<file path="src/slps_pkg.sv">
`default_nettype none
package slps_pkg;

    // System mode codes as carried on the input beat
    typedef enum logic [3:0] {
        MODE_UNINIT     = 4'd0,
        MODE_INIT       = 4'd1,
        MODE_STANDBY    = 4'd2,
        MODE_PREARM     = 4'd3,
        MODE_ARMED      = 4'd4,
        MODE_IN_AIR     = 4'd5,
        MODE_FAILSAFE   = 4'd6,
        MODE_TERMINATED = 4'd7,
        MODE_CALIB      = 4'd8
    } t_mode;

    localparam logic [1:0] PIN_BLUE  = 2'd0;
    localparam logic [1:0] PIN_GREEN = 2'd1;
    localparam logic [1:0] PIN_RED   = 2'd2;
    localparam logic [1:0] PIN_BUZZ  = 2'd3;

    localparam int unsigned PERIOD_BITS  = 32;
    localparam logic [PERIOD_BITS-1:0] MIN_PERIOD   = 32'd250;
    localparam logic [PERIOD_BITS-1:0] RESET_PERIOD = 32'd500;

    // Pattern state, tick bookkeeping excluded
    typedef struct packed {
        logic [3:0] levels;
        logic [3:0] toggles;
        logic [3:0] prev_mode;
        logic       beep_pending;
        logic       buzz_phase;
    } t_pat_state;

endpackage
`default_nettype wire

</file>
<file path="src/slps_in_if.sv">
`default_nettype none
interface slps_in_if;
    logic        valid;
    logic        ready;
    logic [31:0] tick_now;
    logic [3:0]  system_mode;
    logic        clock_fault;
    logic        sd_fault;

    modport source (output valid, tick_now, system_mode, clock_fault, sd_fault,
                    input ready);
    modport sink   (input valid, tick_now, system_mode, clock_fault, sd_fault,
                    output ready);
endinterface
`default_nettype wire

</file>
<file path="src/slps_out_if.sv">
`default_nettype none
interface slps_out_if;
    logic valid;
    logic ready;
    logic blue_level;
    logic green_level;
    logic red_level;
    logic buzzer_level;
    logic pattern_updated;
    logic start_beep;

    modport source (output valid, blue_level, green_level, red_level, buzzer_level,
                    pattern_updated, start_beep, input ready);
    modport sink   (input valid, blue_level, green_level, red_level, buzzer_level,
                    pattern_updated, start_beep, output ready);
endinterface
`default_nettype wire

</file>
<file path="src/slps_cfg_if.sv">
`default_nettype none
interface slps_cfg_if;
    logic        valid;
    logic        ready;
    logic [31:0] data;

    modport source (output valid, data, input ready);
    modport sink   (input valid, data, output ready);
endinterface
`default_nettype wire

</file>
<file path="src/slps_step.sv">
`default_nettype none
module slps_step (
    input  wire slps_pkg::t_pat_state i_st,
    input  wire                       i_update,
    input  wire logic [3:0]           i_mode,
    input  wire                       i_clock_fault,
    input  wire                       i_sd_fault,
    output slps_pkg::t_pat_state      o_st,
    output logic                      o_beep
);

    function automatic slps_pkg::t_pat_state flip(slps_pkg::t_pat_state s,
                                                  logic [1:0] pin);
        slps_pkg::t_pat_state r;
        r = s;
        r.toggles[pin] = ~s.toggles[pin];
        r.levels[pin]  = ~s.toggles[pin];
        return r;
    endfunction

    always_comb begin
        o_st   = i_st;
        o_beep = 1'b0;
        if (i_update) begin
            // mode change drops the three LEDs, buzzer untouched
            if (i_mode != i_st.prev_mode) begin
                o_st.levels[2:0]  = 3'b000;
                o_st.toggles[2:0] = 3'b000;
                o_st.prev_mode    = i_mode;
            end
            case (i_mode)
                slps_pkg::MODE_INIT: begin
                    if (o_st.beep_pending) begin
                        o_st.beep_pending = 1'b0;
                        o_beep = 1'b1;
                        o_st.levels[slps_pkg::PIN_BUZZ] = 1'b0;
                    end
                    o_st = flip(o_st, slps_pkg::PIN_BLUE);
                end
                slps_pkg::MODE_STANDBY: begin
                    o_st = flip(o_st, slps_pkg::PIN_GREEN);
                end
                slps_pkg::MODE_PREARM: begin
                    o_st = flip(o_st, slps_pkg::PIN_GREEN);
                    o_st = flip(o_st, slps_pkg::PIN_BLUE);
                end
                slps_pkg::MODE_ARMED: begin
                    o_st = flip(o_st, slps_pkg::PIN_GREEN);
                    o_st.levels[slps_pkg::PIN_RED] = 1'b1;
                end
                slps_pkg::MODE_IN_AIR: begin
                    o_st = flip(o_st, slps_pkg::PIN_GREEN);
                    o_st = flip(o_st, slps_pkg::PIN_RED);
                end
                slps_pkg::MODE_FAILSAFE: begin
                    o_st = flip(o_st, slps_pkg::PIN_RED);
                    o_st.buzz_phase = ~o_st.buzz_phase;
                    // buzzer flips every second failsafe update
                    if (!o_st.buzz_phase) begin
                        o_st = flip(o_st, slps_pkg::PIN_BUZZ);
                    end
                    o_st.levels[slps_pkg::PIN_BLUE]  = i_clock_fault;
                    o_st.levels[slps_pkg::PIN_GREEN] = i_sd_fault;
                end
                slps_pkg::MODE_TERMINATED: begin
                    o_st.levels[slps_pkg::PIN_RED]  = 1'b1;
                    o_st.levels[slps_pkg::PIN_BUZZ] = 1'b1;
                end
                slps_pkg::MODE_CALIB: begin
                    o_st = flip(o_st, slps_pkg::PIN_BLUE);
                    o_st = flip(o_st, slps_pkg::PIN_GREEN);
                end
                default: begin
                end
            endcase
        end
    end

endmodule
`default_nettype wire

</file>
<file path="src/status_led_pattern_sequencer.sv">
// The result beat is registered and appears in the cycle after its input beat is accepted.
// Throughput: one beat per cycle; the output register frees itself in the
// same cycle its beat is taken, so input ready only drops on a held result.
// Reset (i_rst_n low, synchronous): period 500, last update tick 0, mode
// uninit, all pins and toggle bits low, init beep armed, output empty.
`default_nettype none
module status_led_pattern_sequencer #(
    parameter int unsigned TICK_BITS = 32
) (
    input  wire        i_clk,
    input  wire        i_rst_n,
    slps_in_if.sink    i_in,
    slps_cfg_if.sink   i_cfg,
    slps_out_if.source o_out
);

    logic [slps_pkg::PERIOD_BITS-1:0] r_period;
    logic [TICK_BITS-1:0]             r_last_tick;
    slps_pkg::t_pat_state             r_st;
    slps_pkg::t_pat_state             n_st;
    logic                             n_beep;

    logic       r_out_valid;
    logic [3:0] r_out_levels;
    logic       r_out_updated;
    logic       r_out_beep;

    logic [TICK_BITS-1:0] now_ext;
    logic [TICK_BITS-1:0] elapsed;
    logic                 do_update;
    logic                 in_fire;

    assign i_cfg.ready = 1'b1;
    assign i_in.ready  = !r_out_valid || o_out.ready;
    assign in_fire     = i_in.valid && i_in.ready;

    assign now_ext   = TICK_BITS'(64'(i_in.tick_now));
    assign elapsed   = now_ext - r_last_tick;
    assign do_update = 64'(elapsed) >= 64'(r_period);

    slps_step u_step (
        .i_st          (r_st),
        .i_update      (do_update),
        .i_mode        (i_in.system_mode),
        .i_clock_fault (i_in.clock_fault),
        .i_sd_fault    (i_in.sd_fault),
        .o_st          (n_st),
        .o_beep        (n_beep)
    );

    // period clamp is applied when written
    always_ff @(posedge i_clk) begin
        if (!i_rst_n) begin
            r_period <= slps_pkg::RESET_PERIOD;
        end else if (i_cfg.valid) begin
            r_period <= (i_cfg.data < slps_pkg::MIN_PERIOD) ? slps_pkg::MIN_PERIOD
                                                            : i_cfg.data;
        end
    end

    always_ff @(posedge i_clk) begin
        if (!i_rst_n) begin
            r_last_tick          <= '0;
            r_st.levels          <= 4'b0000;
            r_st.toggles         <= 4'b0000;
            r_st.prev_mode       <= slps_pkg::MODE_UNINIT;
            r_st.beep_pending    <= 1'b1;
            r_st.buzz_phase      <= 1'b0;
            r_out_valid          <= 1'b0;
        end else begin
            if (in_fire) begin
                r_st        <= n_st;
                r_out_valid <= 1'b1;
                if (do_update) begin
                    r_last_tick <= now_ext;
                end
            end else if (o_out.ready) begin
                r_out_valid <= 1'b0;
            end
        end
    end

    always_ff @(posedge i_clk) begin
        if (in_fire) begin
            r_out_levels  <= n_st.levels;
            r_out_updated <= do_update;
            r_out_beep    <= n_beep;
        end
    end

    assign o_out.valid           = r_out_valid;
    assign o_out.blue_level      = r_out_levels[slps_pkg::PIN_BLUE];
    assign o_out.green_level     = r_out_levels[slps_pkg::PIN_GREEN];
    assign o_out.red_level       = r_out_levels[slps_pkg::PIN_RED];
    assign o_out.buzzer_level    = r_out_levels[slps_pkg::PIN_BUZZ];
    assign o_out.pattern_updated = r_out_updated;
    assign o_out.start_beep      = r_out_beep;

`ifndef SYNTHESIS
    a_beep_needs_update: assert property (@(posedge i_clk) disable iff (!i_rst_n)
        o_out.valid && o_out.start_beep |-> o_out.pattern_updated && !o_out.buzzer_level)
        else $error("start_beep without an applied pattern step");

    a_beep_once: assert property (@(posedge i_clk) disable iff (!i_rst_n)
        !r_st.beep_pending |=> !r_st.beep_pending)
        else $error("init beep re-armed outside reset");

    a_idle_keeps_pins: assert property (@(posedge i_clk) disable iff (!i_rst_n)
        i_rst_n && in_fire && !do_update |=> r_st == $past(r_st))
        else $error("pattern state moved without an update");

    a_ready_only_on_stall: assert property (@(posedge i_clk) disable iff (!i_rst_n)
        !i_in.ready |-> r_out_valid && !o_out.ready)
        else $error("input stalled while output register free");
`endif

endmodule
`default_nettype wire

</file>
<file path="src/flat_wrapper.sv">
// flat-port wrapper written by rule: the top's interface ports become plain ports
module status_led_pattern_sequencer_flat 
#(
    parameter int unsigned TICK_BITS = 32
)
  (i_clk, i_rst_n, i_in_valid, i_in_tick_now, i_in_system_mode, i_in_clock_fault, i_in_sd_fault, i_in_ready, i_cfg_valid, i_cfg_data, i_cfg_ready, o_out_valid, o_out_blue_level, o_out_green_level, o_out_red_level, o_out_buzzer_level, o_out_pattern_updated, o_out_start_beep, o_out_ready);
  slps_in_if i_in_i ();
  slps_cfg_if i_cfg_i ();
  slps_out_if o_out_i ();
  input  wire i_clk;
  input  wire i_rst_n;
  input wire logic [$bits(i_in_i.valid)-1:0] i_in_valid;
  input wire logic [$bits(i_in_i.tick_now)-1:0] i_in_tick_now;
  input wire logic [$bits(i_in_i.system_mode)-1:0] i_in_system_mode;
  input wire logic [$bits(i_in_i.clock_fault)-1:0] i_in_clock_fault;
  input wire logic [$bits(i_in_i.sd_fault)-1:0] i_in_sd_fault;
  output wire logic [$bits(i_in_i.ready)-1:0] i_in_ready;
  input wire logic [$bits(i_cfg_i.valid)-1:0] i_cfg_valid;
  input wire logic [$bits(i_cfg_i.data)-1:0] i_cfg_data;
  output wire logic [$bits(i_cfg_i.ready)-1:0] i_cfg_ready;
  output wire logic [$bits(o_out_i.valid)-1:0] o_out_valid;
  output wire logic [$bits(o_out_i.blue_level)-1:0] o_out_blue_level;
  output wire logic [$bits(o_out_i.green_level)-1:0] o_out_green_level;
  output wire logic [$bits(o_out_i.red_level)-1:0] o_out_red_level;
  output wire logic [$bits(o_out_i.buzzer_level)-1:0] o_out_buzzer_level;
  output wire logic [$bits(o_out_i.pattern_updated)-1:0] o_out_pattern_updated;
  output wire logic [$bits(o_out_i.start_beep)-1:0] o_out_start_beep;
  input wire logic [$bits(o_out_i.ready)-1:0] o_out_ready;
  assign i_in_i.valid = i_in_valid;
  assign i_in_i.tick_now = i_in_tick_now;
  assign i_in_i.system_mode = i_in_system_mode;
  assign i_in_i.clock_fault = i_in_clock_fault;
  assign i_in_i.sd_fault = i_in_sd_fault;
  assign i_in_ready = i_in_i.ready;
  assign i_cfg_i.valid = i_cfg_valid;
  assign i_cfg_i.data = i_cfg_data;
  assign i_cfg_ready = i_cfg_i.ready;
  assign o_out_valid = o_out_i.valid;
  assign o_out_blue_level = o_out_i.blue_level;
  assign o_out_green_level = o_out_i.green_level;
  assign o_out_red_level = o_out_i.red_level;
  assign o_out_buzzer_level = o_out_i.buzzer_level;
  assign o_out_pattern_updated = o_out_i.pattern_updated;
  assign o_out_start_beep = o_out_i.start_beep;
  assign o_out_i.ready = o_out_ready;
  status_led_pattern_sequencer #(.TICK_BITS(TICK_BITS)) u_core (.i_clk(i_clk), .i_rst_n(i_rst_n), .i_in(i_in_i), .i_cfg(i_cfg_i), .o_out(o_out_i));
endmodule
</file>
<file path="config.mk">
export PLATFORM = sky130hd
export DESIGN_NAME = status_led_pattern_sequencer_flat
export DESIGN_NICKNAME = d
export VERILOG_FILES = /design/src/slps_pkg.sv /design/src/slps_in_if.sv /design/src/slps_out_if.sv /design/src/slps_cfg_if.sv /design/src/slps_step.sv /design/src/status_led_pattern_sequencer.sv /design/src/flat_wrapper.sv
export SDC_FILE = /design/constraint.sdc
export NUM_CORES = 1
export LEC_CHECK = 0
export ABC_AREA = 1
export ABC_CLOCK_PERIOD_IN_PS = 5300
export BUFFER_PORTS_ARGS = -buffer_cell sky130_fd_sc_hd__buf_2
export CAP_MARGIN = 20
export CORE_ASPECT_RATIO = 1.4
export CORE_MARGIN = 10
export CORE_UTILIZATION = 40
export DETAILED_ROUTE_END_ITERATION = 10
export PLACE_DENSITY = 0.69
export SYNTH_ARGS = -nofsm -noshare
export SYNTH_HDL_FRONTEND = slang
export SYNTH_SLANG_ARGS = --single-unit
</file>
<file path="constraint.sdc">
create_clock -name i_clk -period 5.3 [get_ports i_clk]
set_clock_uncertainty 0.15 [all_clocks]
set_input_delay 0.795 -clock i_clk [delete_from_list [all_inputs] [get_ports i_clk]]
set_output_delay 0.795 -clock i_clk [all_outputs]
set_load 0.03 [all_outputs]
</file>
==> results of run 1 <==
-- cells by family after synthesis --
kind of cell               count (synthesis)  share of synthesized area
xor gates and xnor gates                  28                     0.0381
buffers and inverters                    181                      0.116
DFF                                       85                      0.274
other                                      1                   0.000582
and+or+nand+nor                          472                      0.309
AOI/OAI and AO/OA                        165                      0.137
adders and majority gates                 64                      0.126
-- metal layers --
layer  share of wire  global-route usage  up-vias
met4           0.020              0.0536        0
met2            0.52               0.291      113
met3           0.037              0.0314       24
li1                -                   -     3352
met1            0.42               0.174     2865
met5               0                   0        -
-- worst paths after layout --
| check | cells after the start | startpoint | slack, ps | end |
|---|---|---|---|---|
| max reg2reg | 21 | u_core.r_last_tick[6]$_SDFFE_PN0P_ | 1150 | u_core.r_last_tick[27]$_SDFFE_PN0P_ |
| min | 2 | u_core.r_st[1]$_SDFFE_PN1P_ | 300 | u_core.r_st[1]$_SDFFE_PN1P_ |
| min reg2reg | 2 | u_core.r_st[1]$_SDFFE_PN1P_ | 300 | u_core.r_st[1]$_SDFFE_PN1P_ |
| max | 21 | i_in_tick_now[6] | 950 | u_core.r_last_tick[27]$_SDFFE_PN0P_ |
-- metrics by stage --
step | area (um^2) | instances | utilization
5_1_grt | 7240 | 1266 | 0.462
2_1_floorplan | 6440 | 996 | -
4_1_cts | 7220 | 1265 | 0.461
3_5_place_dp | 6940 | 1249 | 0.443
6_report | 7240 | 1266 | 0.462
3_3_place_gp | 6940 | 1249 | 0.443
-- cell type report --
class,count,share of cell area
Clock buffer,9,0.0311
Inverter,153,0.0793
Tap cell,196,0.0339
Sequential cell,85,0.243
Multi-Input combinational cell,730,0.542
Timing Repair Buffer,86,0.0625
Clock inverter,7,0.00760
-- synthesized netlist by cell type (all sizes together) --
master | count | area, um^2
o21ai | 31 | 163
xnor2 | 5 | 43.8
a21oi | 112 | 561
nor4 | 6 | 37.5
a21o | 4 | 30.0
nor3 | 5 | 30.0
or2 | 1 | 6.26
nand3 | 73 | 370
o211ai | 5 | 37.5
xor2 | 23 | 201
nand4 | 19 | 119
fa | 1 | 20.0
conb | 1 | 3.75
clkinv | 1 | 3.75
clkbuf | 13 | 48.8
nor2 | 87 | 337
edfxtp | 6 | 180
dfxtp | 79 | 1580
a31oi | 4 | 25.0
ha | 63 | 788
inv | 152 | 571
o2111ai | 1 | 8.76
o21bai | 3 | 22.5
o21a | 2 | 15.0
a21boi | 3 | 22.5
buf | 15 | 125
nand2 | 280 | 1080
nor3b | 1 | 12.5
-- sequential cells by signal (all words and copies together), names as in the netlist, named ones only --
name,count
u_core.r_last_tick,32
u_core.r_period,32
u_core.r_st,10
u_core.r_out_levels,4
u_core.o_out.pattern_updated,1
u_core.o_out.start_beep,1
u_core.o_out.valid,1
-- tightest hold or removal path, stage by stage, from the launching register on --
cell     delay, ps
dfxtp_1        320
nand2_1         60
nand2_1         40
-- power by group through the flow --
stage	sequential, mW	clock (mW)	combinational, mW
after floorplan	0.795	0	0.912
after global placement	0.783	0	1.14
after detailed placement	0.784	0	1.16
after CTS	0.770	0.633	1.17
after global routing	0.779	0.657	1.33
final	0.770	0.621	1.16
-- layout by cell type, fill, tap and decap left out, types with 5 or more instances in the layout --
cell type,count
nand2_1,274
inv_1,147
a21oi_1,112
nor2_1,85
buf_2,82
dfxtp_1,79
nand3_1,72
ha_1,63
o21ai_0,26
xor2_1,23
nand4_1,19
clkbuf_16,9
nor4_1,6
edfxtp_1,6
o211ai_1,5
xnor2_1,5
==> results by group, run 1 <==
Global route
  – GRT Util Overall: 0.158
  – Largest net degree at the start of global routing: 63
  – Initial antenna violation count: 0
  – Vias in the first global route: 6129
  – First-pass GRT wire length: 28.4 mm
  – GR Overflow Total: 0

Setup path
  – CP top delay family: simple AND/OR/NAND/NOR gates
  – Worst Setup Start Kind: primary input
  – Worst path arrival time: about 4400 ps
  – Endpoint type of the worst setup path: flip-flop
  – CP required: 5360 ps
  – Worst path bufs/invs: 1
  – CP max FO: 35
  – Crit-path cells: buf_2, ha_1, a21oi_1, nand2_1, a21oi_1, o21ai_1, nand2_1, nand2_1, nand2_1, nand2_1, xor2_1, ha_1, nand2_1, o21ai_0, nand2_1, a21oi_1, nor2_4, nand2_4, nand2_4, nand2_1, a21oi_1
  – CP max stage cell: ha_1
  – Cell repeated most along the worst path: nand2_1
  – Crit path kind: primary input to flip-flop
  – CP peak stage delay: 360 ps

Floorplan
  – # rows: 54
  – Initial core utilization: 0.411
  – Core area: 15700 um^2
  – Die ar.: 21600 um^2
  – Die H: 170 um
  – Ports: 84
  – Die Span X: 127 um

Status
  – Status: finished, final reports clean

Power and ir drop
  – Reg power frac: 0.302
  – Total power: around 2.6 mW
  – Cell area power density: 352 nW/um^2
  – Sw Share: 0.426
  – Logic gate share of total power: 0.455
  – Clock power frac: 0.243
  – Psw: about 1.1 mW
  – Pleak: ~3.4 nW
  – Maximum vdd drop: 0.000167 V
  – Internal cell power: 1.47 mW

Clock network
  – CTS tree: built
  – CTS clk-pin slew, worst paths: ~70 ps
  – Setup Buffers After CTS: 0
  – Root Driver: clkbuf_16
  – Sink Count: 85
  – Clk_lat worst skew: 350 ps
  – H-tree Lvls: 3
  – # resized after CTS: 0
  – CTS Buffer Depth: 2
  – Post-CTS Hold Fix Bufs: 0
  – Total CTS buffers: 9

Worst hold path
  – Worst min path class: flip-flop to flip-flop

Route
  – DRC viols: 0
  – WL final: roughly 17 mm
  – Routed vias/inst: 5.02
  – Wire per inst: 13.7 um
  – Antenna-violating nets left: 0
  – DRT Pass-1 Iters: 5
  – Total number of vias: around 6400
  – Initial drt markers: between 300 and 400

Logic synthesis
  – Mapped cell area: 6440 um^2
  – Distinct cell type count after synthesis: 41
  – Post-Syn Nets: 1135
  – Mean Syn Cell Area: 6.47 um^2
  – Register bit total from synthesis: 85
  – Seq/Total Area, Yosys: 0.274
  – Yosys warning count: 0
  – Mapped Cells: around 1000

Timing
  – Slew Limit Fails: 0
  – Final Hold Slack: 304 ps
  – Slew of the pin with the lowest slew margin: 796 ps
  – RSZ-0062 raised after global routing: no
  – Minimum clock period after layout: 4350 ps
  – Worst setup margin: 950 ps
  – Final Hold Viols: 0
  – Slew HR: 0.466
  – Fmax: 0.230 GHz
  – Setup TNS: 0 ps
  – Final setup fails: 0
  – Tcrit/Tclk final: 0.821

Job
  – MaxCap Viol Count: 0

Cells and area
  – Antenna cell count: 0
  – Area of the multi-input gates: 3930 um^2
  – Share of cells above drive strength 1: 0.110
  – P&R area growth vs syn: 12.5%
  – Register area: approximately 1800 um^2
  – Fillers: 1719
  – Post-layout nets: 1204

Placed design
  – Pre-CTS setup slack: approximately 560 ps
  – RePlAce Congestion: 0.952
  – IO buf count: 82
  – DP HPWL: 13.9 mm
(Power assumes the default switching activity.)
==> inputs of run 2 (changes only) <==
ABC_CLOCK_PERIOD_IN_PS = 4400   (was 5300)
clock period = 4.4 ns   (was 5.3 ns; I/O delays follow)
==> results by group, run 2 (synthesized netlist as in run 1, its figures left out) <==
Setup path
  – CP top delay family: compound AO/OA/AOI/OAI gates
  – RR Startpoint: u_core.r_last_tick[2]$_SDFFE_PN0P_
  – Endpoint type of the worst setup path: flip-flop
  – Worst Setup Start Kind: primary input
  – Worst path bufs/invs: 1 (unchanged)
  – CP max FO: 33 (-5.7%)
  – CP max stage cell: ha_1
  – Worst path arrival time: 4100 ps (-310 ps)
  – CP required: 4480 ps (-880 ps)
  – Crit path kind: primary input to flip-flop
  – Crit-path cells: buf_2, ha_1, a21oi_1, a21boi_0, o21ai_0, a21oi_1, o21ai_0, xor2_1, ha_1, nand2_1, nor2_1, nand2_1, a21oi_1, nor2_4, nand2_4, nand2_4, nand2_1, a21oi_1
  – Cell repeated most along the worst path: a21oi_1
  – Reg2reg path depth: 22 (+4.8%)
  – CP peak stage delay: 370 ps (about the same)
  – Worst r2r dst: u_core.r_last_tick[29]$_SDFFE_PN0P_
  – R2R Setup Slk: 420 ps (-730 ps)

Clock network
  – H-tree Lvls: 3 (unchanged)
  – Clk_lat worst skew: 350 ps (about the same)
  – CTS Buffer Depth: 2 (unchanged)
  – Root Driver: clkbuf_16
  – CTS tree: built
  – CTS clk-pin slew, worst paths: 60 ps (about the same)
  – Post-CTS Hold Fix Bufs: 0 (unchanged)
  – Sink Count: 85 (unchanged)
  – Total CTS buffers: 9 (unchanged)

Global route
  – GRT Util Overall: 0.159 (+0.00158)
  – Largest net degree at the start of global routing: 63 (unchanged)
  – Vias in the first global route: 6265 (+2.2%)
  – First-pass GRT wire length: 28.6 mm (+0.87%)
  – Initial antenna violation count: 0 (unchanged)
  – GR Overflow Total: 0 (unchanged)

Cells and area
  – Antenna cell count: 0 (unchanged)
  – Most frequent cells in the layout: 274 x nand2_1, 147 x inv_1, 111 x a21oi_1
  – Commonest non-fill, non-tap cell in the layout: nand2_1
  – Post-layout nets: 1208 (+0.33%)
  – Share of cells above drive strength 1: 0.114 (+0.00331)
  – Final core occ: 0.465 (+0.00303)
  – Fillers: 1675 (-2.6%)
  – Final Cell Area: 7290 um^2 (+0.66%)
  – P&R area growth vs syn: 13.2%
  – Largest registers: u_core.r_last_tick (32), u_core.r_period (32), u_core.r_st (10)

Timing
  – RSZ-0062 raised after global routing: no
  – Final Hold Viols: 0 (unchanged)
  – Setup TNS: 0 ps (unchanged)
  – Final setup fails: 0 (unchanged)
  – Fmax: 0.249 GHz
  – Slew Limit Fails: 0 (unchanged)
  – Slew of the pin with the lowest slew margin: 748 ps (-47.7 ps)
  – Slew HR: 0.498 (+0.0320)
  – Minimum clock period after layout: 4020 ps
  – Tcrit/Tclk final: 0.914

Placed design
  – IO buf count: 82 (unchanged)
  – RePlAce Congestion: 0.931 (-2.3%)
  – Placed Area: 7000 um^2 (+0.79%)
  – DP HPWL: 13.7 mm (-1.5%)

Power and ir drop
  – Pleak: 3.40 nW (+0.31%)
  – Cell area power density: 422 nW/um^2 (+20%)
  – Maximum vdd drop: 0.000183 V (+9.5%)

Route
  – Antenna-violating nets left: 0 (unchanged)
  – DRC viols: 0 (unchanged)
  – Routed vias/inst: 5.01 (about the same)
  – Initial drt markers: 335 (-12%)
  – WL final: 17.1 mm (-1.6%)
  – DRT Pass-1 Iters: 5 (unchanged)
  – Total number of vias: 6369 (+0.24%)
  – Wire per inst: 13.4 um (-1.9%)

Worst hold path
  – Hold Crit Start: u_core.r_st[1]$_SDFFE_PN1P_
  – Worst hold path depth: 2 (unchanged)
  – Worst min path class: flip-flop to flip-flop
  – Hold worst-path end: u_core.r_st[1]$_SDFFE_PN1P_

Floorplan
  – # rows: 54 (unchanged)
  – Ports: 84 (unchanged)
  – Core area: 15700 um^2 (unchanged)
  – Die Span X: 127 um (unchanged)
  – Die ar.: 21600 um^2 (unchanged)
  – Initial core utilization: 0.411 (unchanged)
  – Die H: 170 um (unchanged)

Status
  – Status: finished, final reports clean

Job
  – MaxCap Viol Count: 0 (unchanged)
run 2: how the worst max path moves through the flow:
stage                      start                                   to  cells after the start
3_5_place_dp    i_in_tick_now[0]  u_core.r_last_tick[29]$_SDFFE_PN0P_                     24
5_1_grt         i_in_tick_now[2]  u_core.r_last_tick[10]$_SDFFE_PN0P_                     22
6_report       i_in_tick_now[22]  u_core.r_last_tick[29]$_SDFFE_PN0P_                     18
3_3_place_gp    i_in_tick_now[0]  u_core.r_last_tick[17]$_SDFFE_PN0P_                     24
4_1_cts         i_in_tick_now[0]  u_core.r_last_tick[12]$_SDFFE_PN0P_                     24
2_1_floorplan   i_in_tick_now[0]  u_core.r_last_tick[31]$_SDFFE_PN0P_                     24
run 2: power by group:
part           internal, mW  switching, mW
clock                 0.384          0.336
sequential            0.881         0.0476
combinational         0.526          0.903
total                  1.79           1.29
run 2: what timing repair did:
| action | CTS | global route |
|---|---|---|
| endpoints found under the setup margin | 0 | 35 |
| gates resized for setup | 0 | 1 |
| setup buffers | 0 | 0 |
| hold endpoints to repair | 0 | 0 |
run 2: final cells by class:
class / count / area (um^2) / share of cell area
repair buffers: 90 / 508 / 0.0697
clock inverters: 5 / 36.3 / 0.00498
multi-input cells: 730 / 3930 / 0.539
clock buffers: 11 / 233 / 0.0319
flip-flops and latches: 85 / 1760 / 0.242
inverters: 153 / 574 / 0.0788
well taps: 196 / 245 / 0.0336
run 2: per-layer routing:
layer / track usage / part of all wire
met3: 0.0274 / 0.045
met1: 0.182 / 0.42
met5: 0 / 0
met4: 0.0769 / 0.027
met2: 0.279 / 0.50
run 2: through the flow:
step           hold slack, ps  std cells  setup slack [ps]  total power [mW]
2_1_floorplan             269        996               690              2.06
3_3_place_gp              282       1253              33.4              2.35
3_5_place_dp              284       1253             -45.4              2.38
4_1_cts                   299       1269               316              3.10
5_1_grt                   322       1270              13.8              3.35
6_report                  296       1270               380              3.08
run 2: worst reg2reg max path, delay by kind of cell (launching register included):
kind,cells,cell delay (ps)
and+or+nand+nor,14,1650
AOI/OAI and AO/OA,5,1010
DFF,1,350
buffers and inverters,1,50
adders and majority gates,2,650
